### src/hdl/rrd_pkg.sv
// Package: constants, codes and types shared by the range reply decoder.
`default_nettype none
package rrd_pkg;

  localparam int unsigned BYTE_W = 8;
  localparam int unsigned DIST_W = 29;
  localparam int unsigned POS_W  = 4;
  localparam int unsigned STAT_W = 2;
  localparam int unsigned CIDX_W = 1;

  localparam logic [BYTE_W-1:0] ASCII_ZERO = 8'h30;
  localparam logic [BYTE_W-1:0] ASCII_E    = 8'h45;

  localparam logic [POS_W-1:0] LAST_POS_COARSE = 4'd10;
  localparam logic [POS_W-1:0] LAST_POS_FINE   = 4'd11;
  localparam logic [POS_W-1:0] POS_FIRST       = 4'd0;
  localparam logic [POS_W-1:0] POS_ERR_MARK    = 4'd3;
  localparam logic [POS_W-1:0] POS_INT_LAST    = 4'd5;
  localparam logic [POS_W-1:0] POS_FRAC_FIRST  = 4'd7;

  localparam logic [STAT_W-1:0] STAT_OK      = 2'd0;
  localparam logic [STAT_W-1:0] STAT_ADDR    = 2'd1;
  localparam logic [STAT_W-1:0] STAT_DEV_ERR = 2'd2;

  localparam logic [CIDX_W-1:0] CFG_DEVICE_ADDRESS  = 1'd0;
  localparam logic [CIDX_W-1:0] CFG_FINE_RESOLUTION = 1'd1;

  localparam logic [BYTE_W-1:0] DEVICE_ADDRESS_RST = 8'd128;

  typedef struct packed {
    logic                     last;
    logic [STAT_W-1:0]        status;
    logic signed [DIST_W-1:0] distance;
  } rrd_result_t;

endpackage
`default_nettype wire

### src/hdl/rrd_core.sv
// Frame state and byte decode: position, digit accumulate, flags, result.
`default_nettype none
module rrd_core (
  input  wire logic                      clk,
  input  wire logic                      rst_n,
  input  wire logic                      advance,
  input  wire logic [rrd_pkg::BYTE_W-1:0] rx_byte,
  input  wire logic                      frame_start,
  input  wire logic [rrd_pkg::BYTE_W-1:0] device_address,
  input  wire logic                      fine_resolution,
  output rrd_pkg::rrd_result_t           result
);
  import rrd_pkg::*;

  logic [POS_W-1:0]  byte_position_r, byte_position_nxt;
  logic [DIST_W-1:0] acc_r, acc_nxt;
  logic              address_bad_r, address_bad_nxt;
  logic              error_seen_r, error_seen_nxt;

  logic [POS_W-1:0]  pos;
  logic              first;
  logic              addr_bad_cur;
  logic              err_cur;
  logic [DIST_W-1:0] acc_cur;
  logic [DIST_W-1:0] acc_x10;
  logic [DIST_W-1:0] digit;
  logic [BYTE_W:0]   digit_raw;
  logic [POS_W-1:0]  last_pos;
  logic              is_digit;

  always_comb begin
    pos          = frame_start ? POS_FIRST : byte_position_r;
    first        = (pos == POS_FIRST);
    addr_bad_cur = first ? (rx_byte != device_address) : address_bad_r;
    err_cur      = first ? 1'b0 : error_seen_r;
    acc_cur      = first ? '0 : acc_r;
    acc_x10      = (acc_cur << 3) + (acc_cur << 1);
    digit_raw    = {1'b0, rx_byte} - {1'b0, ASCII_ZERO};
    digit        = {{(DIST_W-BYTE_W-1){digit_raw[BYTE_W]}}, digit_raw};
    last_pos     = fine_resolution ? LAST_POS_FINE : LAST_POS_COARSE;
    is_digit     = ((pos >= POS_ERR_MARK) && (pos <= POS_INT_LAST)) || (pos >= POS_FRAC_FIRST);

    result.last = (pos >= last_pos);
    if (addr_bad_cur) begin
      result.status   = STAT_ADDR;
      result.distance = '0;
    end else if (err_cur) begin
      result.status   = STAT_DEV_ERR;
      result.distance = '0;
    end else begin
      result.status   = STAT_OK;
      result.distance = fine_resolution ? acc_cur : acc_x10;
    end

    address_bad_nxt   = addr_bad_cur;
    error_seen_nxt    = err_cur;
    acc_nxt           = acc_cur;
    byte_position_nxt = POS_FIRST;
    if (!result.last) begin
      if ((pos == POS_ERR_MARK) && (rx_byte == ASCII_E)) begin
        error_seen_nxt = 1'b1;
      end
      if (is_digit) begin
        acc_nxt = acc_x10 + digit;
      end
      byte_position_nxt = pos + 1'b1;
    end
  end

  always_ff @(posedge clk) begin
    if (!rst_n) begin
      byte_position_r <= '0;
      acc_r           <= '0;
      address_bad_r   <= 1'b0;
      error_seen_r    <= 1'b0;
    end else if (advance) begin
      byte_position_r <= byte_position_nxt;
      acc_r           <= acc_nxt;
      address_bad_r   <= address_bad_nxt;
      error_seen_r    <= error_seen_nxt;
    end
  end

endmodule
`default_nettype wire

### src/hdl/range_reply_decoder.sv
// Top level: config registers, input register, decode core and result register.
//
//  channel | ports                                        | direction
//  in      | in_valid, in_ready, in_rx_byte, in_frame_start | receive
//  out     | out_valid, out_ready, out_status, out_distance_tenth_mm | send
//  cfg     | cfg_valid, cfg_ready, cfg_index, cfg_data    | receive
//
// One byte a cycle unless stalled: input register, decode core, result register.
// The multiply-by-ten accumulate between the input and result registers sets the pace.
// Reset clears frame state; the first byte after reset is byte 0 of a frame.
// A held result stalls the byte that ends the next frame once it reaches the core;
// input then stops until the held result leaves.
`default_nettype none
module range_reply_decoder (
  input  wire logic                              clk,
  input  wire logic                              rst_n,
  input  wire logic                              in_valid,
  output logic                                   in_ready,
  input  wire logic [rrd_pkg::BYTE_W-1:0]        in_rx_byte,
  input  wire logic                              in_frame_start,
  output logic                                   out_valid,
  input  wire logic                              out_ready,
  output logic [rrd_pkg::STAT_W-1:0]             out_status,
  output logic signed [rrd_pkg::DIST_W-1:0]      out_distance_tenth_mm,
  input  wire logic                              cfg_valid,
  output logic                                   cfg_ready,
  input  wire logic [rrd_pkg::CIDX_W-1:0]        cfg_index,
  input  wire logic [rrd_pkg::BYTE_W-1:0]        cfg_data
);
  import rrd_pkg::*;

  logic [BYTE_W-1:0] device_address_r;
  logic              fine_resolution_r;

  logic              s1_valid_r;
  logic [BYTE_W-1:0] s1_byte_r;
  logic              s1_start_r;
  logic              s1_adv;

  logic                     out_valid_r;
  logic [STAT_W-1:0]        out_status_r;
  logic signed [DIST_W-1:0] out_dist_r;

  rrd_result_t res;

  assign cfg_ready = 1'b1;

  always_ff @(posedge clk) begin
    if (!rst_n) begin
      device_address_r  <= DEVICE_ADDRESS_RST;
      fine_resolution_r <= 1'b0;
    end else if (cfg_valid) begin
      unique case (cfg_index)
        CFG_DEVICE_ADDRESS:  device_address_r  <= cfg_data;
        CFG_FINE_RESOLUTION: fine_resolution_r <= cfg_data[0];
        default: ;
      endcase
    end
  end

  assign s1_adv   = s1_valid_r && (!res.last || !out_valid_r || out_ready);
  assign in_ready = !s1_valid_r || s1_adv;

  always_ff @(posedge clk) begin
    if (!rst_n) begin
      s1_valid_r <= 1'b0;
    end else if (in_ready) begin
      s1_valid_r <= in_valid;
    end
  end

  always_ff @(posedge clk) begin
    if (in_ready && in_valid) begin
      s1_byte_r  <= in_rx_byte;
      s1_start_r <= in_frame_start;
    end
  end

  rrd_core u_core (
    .clk             (clk),
    .rst_n           (rst_n),
    .advance         (s1_adv),
    .rx_byte         (s1_byte_r),
    .frame_start     (s1_start_r),
    .device_address  (device_address_r),
    .fine_resolution (fine_resolution_r),
    .result          (res)
  );

  always_ff @(posedge clk) begin
    if (!rst_n) begin
      out_valid_r <= 1'b0;
    end else if (s1_adv && res.last) begin
      out_valid_r <= 1'b1;
    end else if (out_ready) begin
      out_valid_r <= 1'b0;
    end
  end

  always_ff @(posedge clk) begin
    if (s1_adv && res.last) begin
      out_status_r <= res.status;
      out_dist_r   <= res.distance;
    end
  end

  assign out_valid             = out_valid_r;
  assign out_status            = out_status_r;
  assign out_distance_tenth_mm = out_dist_r;

endmodule
`default_nettype wire
### config.mk
export PLATFORM = sky130hd
export DESIGN_NAME = range_reply_decoder
export DESIGN_NICKNAME = d
export VERILOG_FILES = /design/src/hdl/rrd_pkg.sv /design/src/hdl/rrd_core.sv /design/src/hdl/range_reply_decoder.sv
export SDC_FILE = /design/constraint.sdc
export NUM_CORES = 1
export LEC_CHECK = 0
export ABC_CLOCK_PERIOD_IN_PS = 10600
export BUFFER_PORTS_ARGS = -buffer_cell sky130_fd_sc_hd__clkbuf_2
export CAP_MARGIN = 20
export CORE_AREA = 2 2 107 120
export CTS_CLUSTER_DIAMETER = 100
export CTS_CLUSTER_SIZE = 10
export DETAILED_ROUTE_END_ITERATION = 6
export DIE_AREA = 0 0 109 122
export PLACE_DENSITY_LB_ADDON = 0.2
export SYNTH_ARGS = -nofsm -noshare
export SYNTH_HDL_FRONTEND = slang
export SYNTH_SLANG_ARGS = --single-unit
### constraint.sdc
create_clock -name clk -period 10.6 [get_ports clk]
set_input_delay 2.12 -clock clk [delete_from_list [all_inputs] [get_ports clk]]
set_output_delay 2.12 -clock clk [all_outputs]
set_load 0.03 [all_outputs]
==> summary.txt, run 1 <==
========================================================================================
Biggest area contributors in the synthesized netlist                        sky130_fd_sc_hd__edfxtp_1 17%, sky130_fd_sc_hd__dfxtp_1 13%, sky130_fd_sc_hd__ha_1 7.9%, sky130_fd_sc_hd__a21oi_1 5.2%, sky130_fd_sc_hd__xnor2_1 4.9%
Async set-reset flop share out of synthesis                                           0%
Cell depth of the worst hold path                                                      2
Reg-to-reg slack, setup                                                          4080 ps
Overall die height                                                                122 µm
Number of buffers on the longest clock path                                            2
Weighted congestion reported at the end of routability-driven placement            0.917
Clock transition at path regs                                                      60 ps
Gates resized, CTS repair                                                              0
Worst Path Class, Setup                                                          reg2reg
Final setup skew                                                                 10.3 ps
Full die area                                                                  13300 µm²
Number of top-level design ports                                                      57
Fraction of layout cells with a size suffix above 1                                11.4%
Status                                                                      finished, final reports clean
Minimum period implied by the final worst setup slack                            6520 ps
Fill cells                                                                          1047
HP Class                                                                         reg2reg
CTS Hold Bufs                                                                          0
IO Port Bufs                                                                          55
CP endpoint kind                                                                    flop
Residual DRC count                                                                     0
Critical register-to-register path endpoint                                 u_core.acc_r[23]
Number of placement rows                                                              43
Commonest non-fill, non-tap cell in the layout                              sky130_fd_sc_hd__nand2_1
Vias in the first global route                                                      6209
Highest attainable clock frequency                                               153 MHz
Arrival time of data at the critical path endpoint                               6740 ps
Total negative slack for setup checks                                               0 ps
Core region area                                                               12200 µm²
Post-synthesis sequential area ratio                                               29.8%
Htree depth                                                                            3
Final nets                                                                           951
Antenna diode instance count                                                           0
Startpoint type of the worst setup path                                             flop
Largest net degree at the start of global routing                                     44
Mapped cell area                                                                7130 µm²
Wirelength per Cell                                                              17.7 µm
Leakage dissipation                                                           0.00298 µW
HPWL after detailed placement                                                   13300 µm
Die Span X                                                                        109 µm
Number of DRC markers after the initial detailed-route iteration                     451
Final hold violation count                                                             0
TritonCTS buffer count                                                                 9
CP Max Fanout                                                                         36
Hold Startpoint                                                             u_core.acc_r[23]
Primary flip-flop cell chosen by synthesis mapping                          sky130_fd_sc_hd__dfxtp_1
Worst Path Required                                                             10820 ps
Number of enable flip-flop cells after synthesis                                      40
Endpoint of the worst hold path                                             u_core.acc_r[23]
Routed WL                                                                       18500 µm
Final Hold Slack                                                                  449 ps
Clock sink count                                                                      86
Synth area leader                                                           sky130_fd_sc_hd__edfxtp_1
RSZ-0062 raised after global routing                                               false
Slew at the pin closest to its max-slew limit                                     985 ps
DRT antenna net count                                                                  0
Total track usage                                                                  28.6%
Most used cells in the layout excluding fill and tap cells                  90 x sky130_fd_sc_hd__nand2_1, 74 x sky130_fd_sc_hd__a21oi_1, 66 x sky130_fd_sc_hd__nor2_1, 55 x sky130_fd_sc_hd__clkbuf_2, 46 x sky130_fd_sc_hd__dfxtp_1
Overflow after GRT                                                                     0
Pwr/cell area                                                                96.4 nW/µm²
Mean instance size in the synthesized netlist                                   8.25 µm²
Flip-flop and latch count after synthesis                                             86
Number of unique standard cell types used by synthesis                                80
Portion of the clock cycle consumed by the worst path in the final layout          61.5%
Synth top area share                                                               16.9%
Net count after synthesis                                                            932
Syn Inst Count                                                                       864
Iteration count of the initial detailed-routing pass                                   5
Detailed-route vias per instance                                                    6.26
Antenna violations before repair                                                       0
Clock tree from TritonCTS                                                            yes
CTS Root Buffer Type                                                        sky130_fd_sc_hd__clkbuf_16
Vias after detailed routing                                                         6544
Count of synthesis-stage warnings from yosys                                           0
Worst vdd ir                                                                   0.0893 mV
Clock insertion delay at the later pin of the skew report                         350 ps
Headroom to the max-slew limit                                                     34.2%
Post-CTS Setup Inserts                                                                 0
Total of endpoints with negative setup slack in the final report                       0
Area growth syn-to-layout                                                          7.85%
Global-route wire length before repair                                          30000 µm
Max Cap Viol                                                                           0
Final max-slew violation count                                                         0
R2r worst-path depth                                                                  25
Worst r2r src                                                                 s1_start_r
Initial Utilization                                                                58.4%
========================================================================================
[cell families after synthesis]
family / count (synthesis) / share of synthesized area, %
DFF: 86 / 29.8
other: 1 / 0.0526
xor gates and xnor gates: 69 / 8.59
buffers and inverters: 77 / 4.69
muxes: 9 / 1.37
AOI/OAI and AO/OA: 255 / 24.7
adders and majority gates: 51 / 8.76
and+or+nand+nor: 316 / 22.1
[synthesized netlist by cell type, types with 3 or more instances]
library cell / n
sky130_fd_sc_hd__nand2_1: 90
sky130_fd_sc_hd__a22oi_1: 24
sky130_fd_sc_hd__and3_1: 12
sky130_fd_sc_hd__or3_1: 5
sky130_fd_sc_hd__a21oi_1: 74
sky130_fd_sc_hd__nor4_1: 7
sky130_fd_sc_hd__buf_2: 12
sky130_fd_sc_hd__o21bai_1: 7
sky130_fd_sc_hd__nand2b_1: 7
sky130_fd_sc_hd__a21o_1: 17
sky130_fd_sc_hd__xnor2_1: 40
sky130_fd_sc_hd__ha_1: 45
sky130_fd_sc_hd__buf_4: 4
sky130_fd_sc_hd__nor2b_1: 32
sky130_fd_sc_hd__buf_1: 4
sky130_fd_sc_hd__a211o_1: 7
sky130_fd_sc_hd__o21ai_0: 38
sky130_fd_sc_hd__and2_1: 27
sky130_fd_sc_hd__a21boi_0: 12
sky130_fd_sc_hd__nor3b_1: 3
sky130_fd_sc_hd__dfxtp_1: 46
sky130_fd_sc_hd__o2111ai_1: 3
sky130_fd_sc_hd__or2_2: 5
sky130_fd_sc_hd__o21ai_1: 4
sky130_fd_sc_hd__clkbuf_1: 29
sky130_fd_sc_hd__o31a_1: 4
sky130_fd_sc_hd__nand3_1: 23
sky130_fd_sc_hd__o211ai_1: 6
sky130_fd_sc_hd__inv_1: 25
sky130_fd_sc_hd__o31ai_1: 4
sky130_fd_sc_hd__edfxtp_1: 40
sky130_fd_sc_hd__a221o_1: 5
sky130_fd_sc_hd__nor2_1: 67
sky130_fd_sc_hd__nand4_1: 6
sky130_fd_sc_hd__a31oi_1: 7
sky130_fd_sc_hd__a41oi_1: 3
sky130_fd_sc_hd__mux2i_1: 6
sky130_fd_sc_hd__o211a_1: 3
sky130_fd_sc_hd__nor3_1: 19
sky130_fd_sc_hd__o22ai_1: 3
sky130_fd_sc_hd__a211oi_1: 7
sky130_fd_sc_hd__o21a_1: 7
sky130_fd_sc_hd__xor2_1: 28
sky130_fd_sc_hd__maj3_1: 5
[registers in the layout, indices dropped and copies added, names as in the netlist, 2 cells and up]
signal                  flops
out_distance_tenth_mm      29
out_status                  2
u_core.acc_r               29
device_address_r            8
u_core.byte_position_r      4
s1_byte_r                   8
[critical path, stage by stage (launching register included)]
cell	delay [ps]
sky130_fd_sc_hd__edfxtp_1	510
sky130_fd_sc_hd__nor2b_1	130
sky130_fd_sc_hd__inv_1	120
sky130_fd_sc_hd__ha_1	570
sky130_fd_sc_hd__nand2_4	380
sky130_fd_sc_hd__and2_1	320
sky130_fd_sc_hd__ha_1	390
sky130_fd_sc_hd__o21ai_1	100
sky130_fd_sc_hd__a32o_1	300
sky130_fd_sc_hd__a211o_1	340
sky130_fd_sc_hd__nand2_1	140
sky130_fd_sc_hd__xnor2_1	130
sky130_fd_sc_hd__nor2_1	80
sky130_fd_sc_hd__ha_1	390
sky130_fd_sc_hd__a21o_1	210
sky130_fd_sc_hd__a21o_1	190
sky130_fd_sc_hd__a21oi_1	230
sky130_fd_sc_hd__o31ai_1	100
sky130_fd_sc_hd__nor4_1	350
sky130_fd_sc_hd__o31a_1	290
sky130_fd_sc_hd__nor3_1	80
sky130_fd_sc_hd__mux2_4	290
sky130_fd_sc_hd__o31a_1	290
sky130_fd_sc_hd__o31ai_2	240
sky130_fd_sc_hd__xnor2_1	140
sky130_fd_sc_hd__o21ai_1	70
[area by class of cell]
| type | instances | area (µm²) | area share (%) |
|---|---|---|---|
| Timing Repair Buffer | 59 | 305 | 3.97 |
| Sequential cell | 86 | 2120 | 27.6 |
| Multi-Input combinational cell | 701 | 4680 | 60.9 |
| Clock buffer | 12 | 258 | 3.35 |
| Clock inverter | 4 | 28.8 | 0.374 |
| Inverter | 26 | 97.6 | 1.27 |
| Tap cell | 157 | 196 | 2.56 |
[report_power, final]
group	switching [µW]	internal, µW
clock network	138	175
registers	5.94	351
logic	45.7	25.9
[metrics by stage]
stage | util [%] | cell area [µm²] | total power, µW | instances | worst slack (ps)
after detailed placement | 60.6 | 7400 | 434 | 1029 | 4180
after global routing | 62.9 | 7690 | 763 | 1045 | 3610
after global placement | 60.6 | 7400 | 432 | 1029 | 4390
after floorplan | - | 7130 | 415 | 864 | 4890
final | 62.9 | 7690 | 741 | 1045 | 4080
after CTS | 62.9 | 7690 | 743 | 1045 | 4170
[metal layers]
layer | GRT usage (%) | vias to the layer above | part of all wire, %
met2 | 49.3 | 249 | 49
met5 | 0 | - | 0
met3 | 3.75 | 54 | 5.2
met1 | 35.8 | 3073 | 43
met4 | 11.5 | 0 | 2.6
li1 | - | 3168 | -
[worst max-delay path by stage]
stage	start	endpoint	cells past startpoint
floorplan	s1_start_r	u_core.acc_r[28]	28
global placement	s1_start_r	u_core.acc_r[28]	23
detailed placement	s1_start_r	u_core.acc_r[28]	23
CTS	s1_start_r	u_core.acc_r[23]	25
global route	s1_start_r	u_core.acc_r[28]	24
finish	s1_start_r	u_core.acc_r[23]	25
Power figures use the tool's default switching activity.
==> inputs of run 2 (changes only) <==
Settings changed: ABC_CLOCK_PERIOD_IN_PS 10600 to 6100.
Clock period 10.6 ns to 6.1 ns, I/O delays scaled along.
==> summary.txt, run 2 (synthesized netlist as in run 1, its figures left out) <==
========================================================================================
Status                                                                      finished, final reports clean
Leakage dissipation                                                           0.00300 µW
Total negative slack for setup checks                                               0 ps
HP Class                                                                         reg2reg
Total track usage                                                                  29.5%
Arrival time of data at the critical path endpoint                               6120 ps
Final Instance Area                                                             7740 µm²
Headroom to the max-slew limit                                                     31.6%
CTS Hold Bufs                                                                          0
Antenna diode instance count                                                           0
Worst vdd ir                                                                    0.173 mV
Logic gate share of total power                                                     9.8%
Total met2 wirelength after detailed routing                                     9390 µm
Worst Path Class, Setup                                                          reg2reg
Clock sink count                                                                      86
Global-route wire length before repair                                          31000 µm
Residual DRC count                                                                     0
Detailed-route vias per instance                                                    6.25
Part of the power in the clock network                                             42.2%
Worst Path Required                                                              6340 ps
Number of DRC markers after the initial detailed-route iteration                     433
Net load switching power                                                          354 µW
Antenna violations before repair                                                       0
R2r worst-path depth                                                                  24
Area growth syn-to-layout                                                          8.67%
Iteration count of the initial detailed-routing pass                                   7
Minimum period implied by the final worst setup slack                            5880 ps
Die Span X                                                                        109 µm
Final hold violation count                                                             0
Fraction of layout cells with a size suffix above 1                                12.5%
CP Max Fanout                                                                          9
Overall die height                                                                122 µm
CP most frequent cell                                                       sky130_fd_sc_hd__ha_1
Routed WL                                                                       18900 µm
Clock transition at path regs                                                      70 ps
Largest net degree at the start of global routing                                     44
Initial Utilization                                                                58.4%
Switching fraction of total power                                                  27.3%
Most used cells in the layout excluding fill and tap cells                  90 x sky130_fd_sc_hd__nand2_1, 74 x sky130_fd_sc_hd__a21oi_1, 66 x sky130_fd_sc_hd__nor2_1, 55 x sky130_fd_sc_hd__clkbuf_2, 46 x sky130_fd_sc_hd__dfxtp_1
Highest routed metal layer                                                          met4
Final max-slew violation count                                                         0
Pwr/cell area                                                                 167 nW/µm²
Clock tree from TritonCTS                                                            yes
Number of placement rows                                                              43
CTS Root Buffer Type                                                        sky130_fd_sc_hd__clkbuf_16
Commonest non-fill, non-tap cell in the layout                              sky130_fd_sc_hd__nand2_1
Pre-CTS setup slack                                                               267 ps
TritonCTS buffer count                                                                 9
Clock insertion delay at the later pin of the skew report                         350 ps
Final core utilization                                                             63.4%
Portion of the clock cycle consumed by the worst path in the final layout          96.4%
Critical-path cell list                                                     nor2b_2, inv_1, ha_1, nand2_4, and2_1, ha_1, ha_1, a221o_1, o211ai_1, buf_4, nand2_1, xnor2_1, nor2_1, ha_1, and3_1, a21oi_1, a31o_2, maj3_2, a221o_1, o2111ai_2, a21oi_1, maj3_1, o211ai_1, nand3_1
CP max stage cell                                                           sky130_fd_sc_hd__edfxtp_1
DRT antenna net count                                                                  0
Total of endpoints with negative setup slack in the final report                       0
Core region area                                                               12200 µm²
Highest attainable clock frequency                                               170 MHz
Number of top-level design ports                                                      57
Vias in the first global route                                                      6359
Full die area                                                                  13300 µm²
HPWL after detailed placement                                                   13600 µm
Design internal power                                                             941 µW
Cell depth of the worst hold path                                                      2
Max Cap Viol                                                                           0
Wirelength per Cell                                                              18.0 µm
Final nets                                                                           957
Slew at the pin closest to its max-slew limit                                    1020 ps
Htree depth                                                                            3
Final Hold Slack                                                                  440 ps
Stage delay of the slowest cell on the critical path                              570 ps
Part of the power in registers                                                     48.0%
Placed inst area                                                                7430 µm²
IO Port Bufs                                                                          55
Wire length the detailed router placed on met1                                   7820 µm
Number of buffers on the longest clock path                                            2
Weighted congestion reported at the end of routability-driven placement            0.962
Overflow after GRT                                                                     0
Setup ws final                                                                    218 ps
Startpoint type of the worst setup path                                             flop
Vias after detailed routing                                                         6564
Amount of wire on met3 after detailed routing                                    1070 µm
Final setup skew                                                                 10.6 ps
CP endpoint kind                                                                    flop
========================================================================================
-- run 2: cell types whose count changed in the layout (fill, tap and decap cells not counted) --
cell	change
sky130_fd_sc_hd__clkinv_8	+1
sky130_fd_sc_hd__inv_6	+2
sky130_fd_sc_hd__clkinv_4	-1
sky130_fd_sc_hd__clkinvlp_4	+2
sky130_fd_sc_hd__clkbuf_16	-1
sky130_fd_sc_hd__nor2b_1	-2
sky130_fd_sc_hd__nor2b_2	+2
sky130_fd_sc_hd__nor4_1	-1
sky130_fd_sc_hd__buf_4	+6
sky130_fd_sc_hd__nor4_2	+1
sky130_fd_sc_hd__clkinv_2	-1
sky130_fd_sc_hd__clkbuf_1	-2
-- run 2: critical path, delay by kind of cell, from the launching register on --
family	cells	cell delay (ps)
AOI/OAI and AO/OA	8	2070
adders and majority gates	6	1810
and+or+nand+nor	7	830
DFF	1	570
buffers and inverters	2	320
xor gates and xnor gates	1	160
-- run 2: power by group through the flow --
stage               clock network, µW  logic, µW  registers [µW]
global route                      571        139             622
CTS                               551        125             620
global placement                    0        121             632
finish                            547        127             621
floorplan                           0       92.9             628
detailed placement                  0        125             633
-- run 2: worst paths after layout --
kind / slack, ps / startpoint / end
setup / recovery: 220 / s1_start_r / u_core.acc_r[28]
hold reg to reg: 440 / u_core.acc_r[23] / u_core.acc_r[23]
setup reg to reg: 220 / s1_start_r / u_core.acc_r[28]
hold / removal: 440 / u_core.acc_r[23] / u_core.acc_r[23]
-- run 2: area by class of cell --
| class | instances | area [µm²] |
|---|---|---|
| Inverter | 26 | 97.6 |
| Clock inverter | 7 | 63.8 |
| Fill cell | 1045 | 4470 |
| Timing Repair Buffer | 65 | 350 |
| Clock buffer | 9 | 225 |
| Tap cell | 157 | 196 |
| Sequential cell | 86 | 2120 |
| Multi-Input combinational cell | 701 | 4690 |
-- run 2: metal layers --
layer / vias to the layer above / GRT usage, %
met3: 51 / 3.91
met1: 3083 / 35.9
met5: - / 0
met2: 251 / 51.0
met4: 0 / 13.9
li1: 3179 / -
-- run 2: per-stage QoR --
stage	power, µW	cells
2_1_floorplan	721	864
4_1_cts	1300	1049
6_report	1290	1051
3_3_place_gp	754	1033
3_5_place_dp	757	1033
5_1_grt	1330	1051
-- run 2: timing repair --
action / CTS / global route
hold endpoints to repair: 0 / 0
buffers inserted: 0 / 2
setup endpoints to repair: 0 / 5
resized for setup: 0 / 3
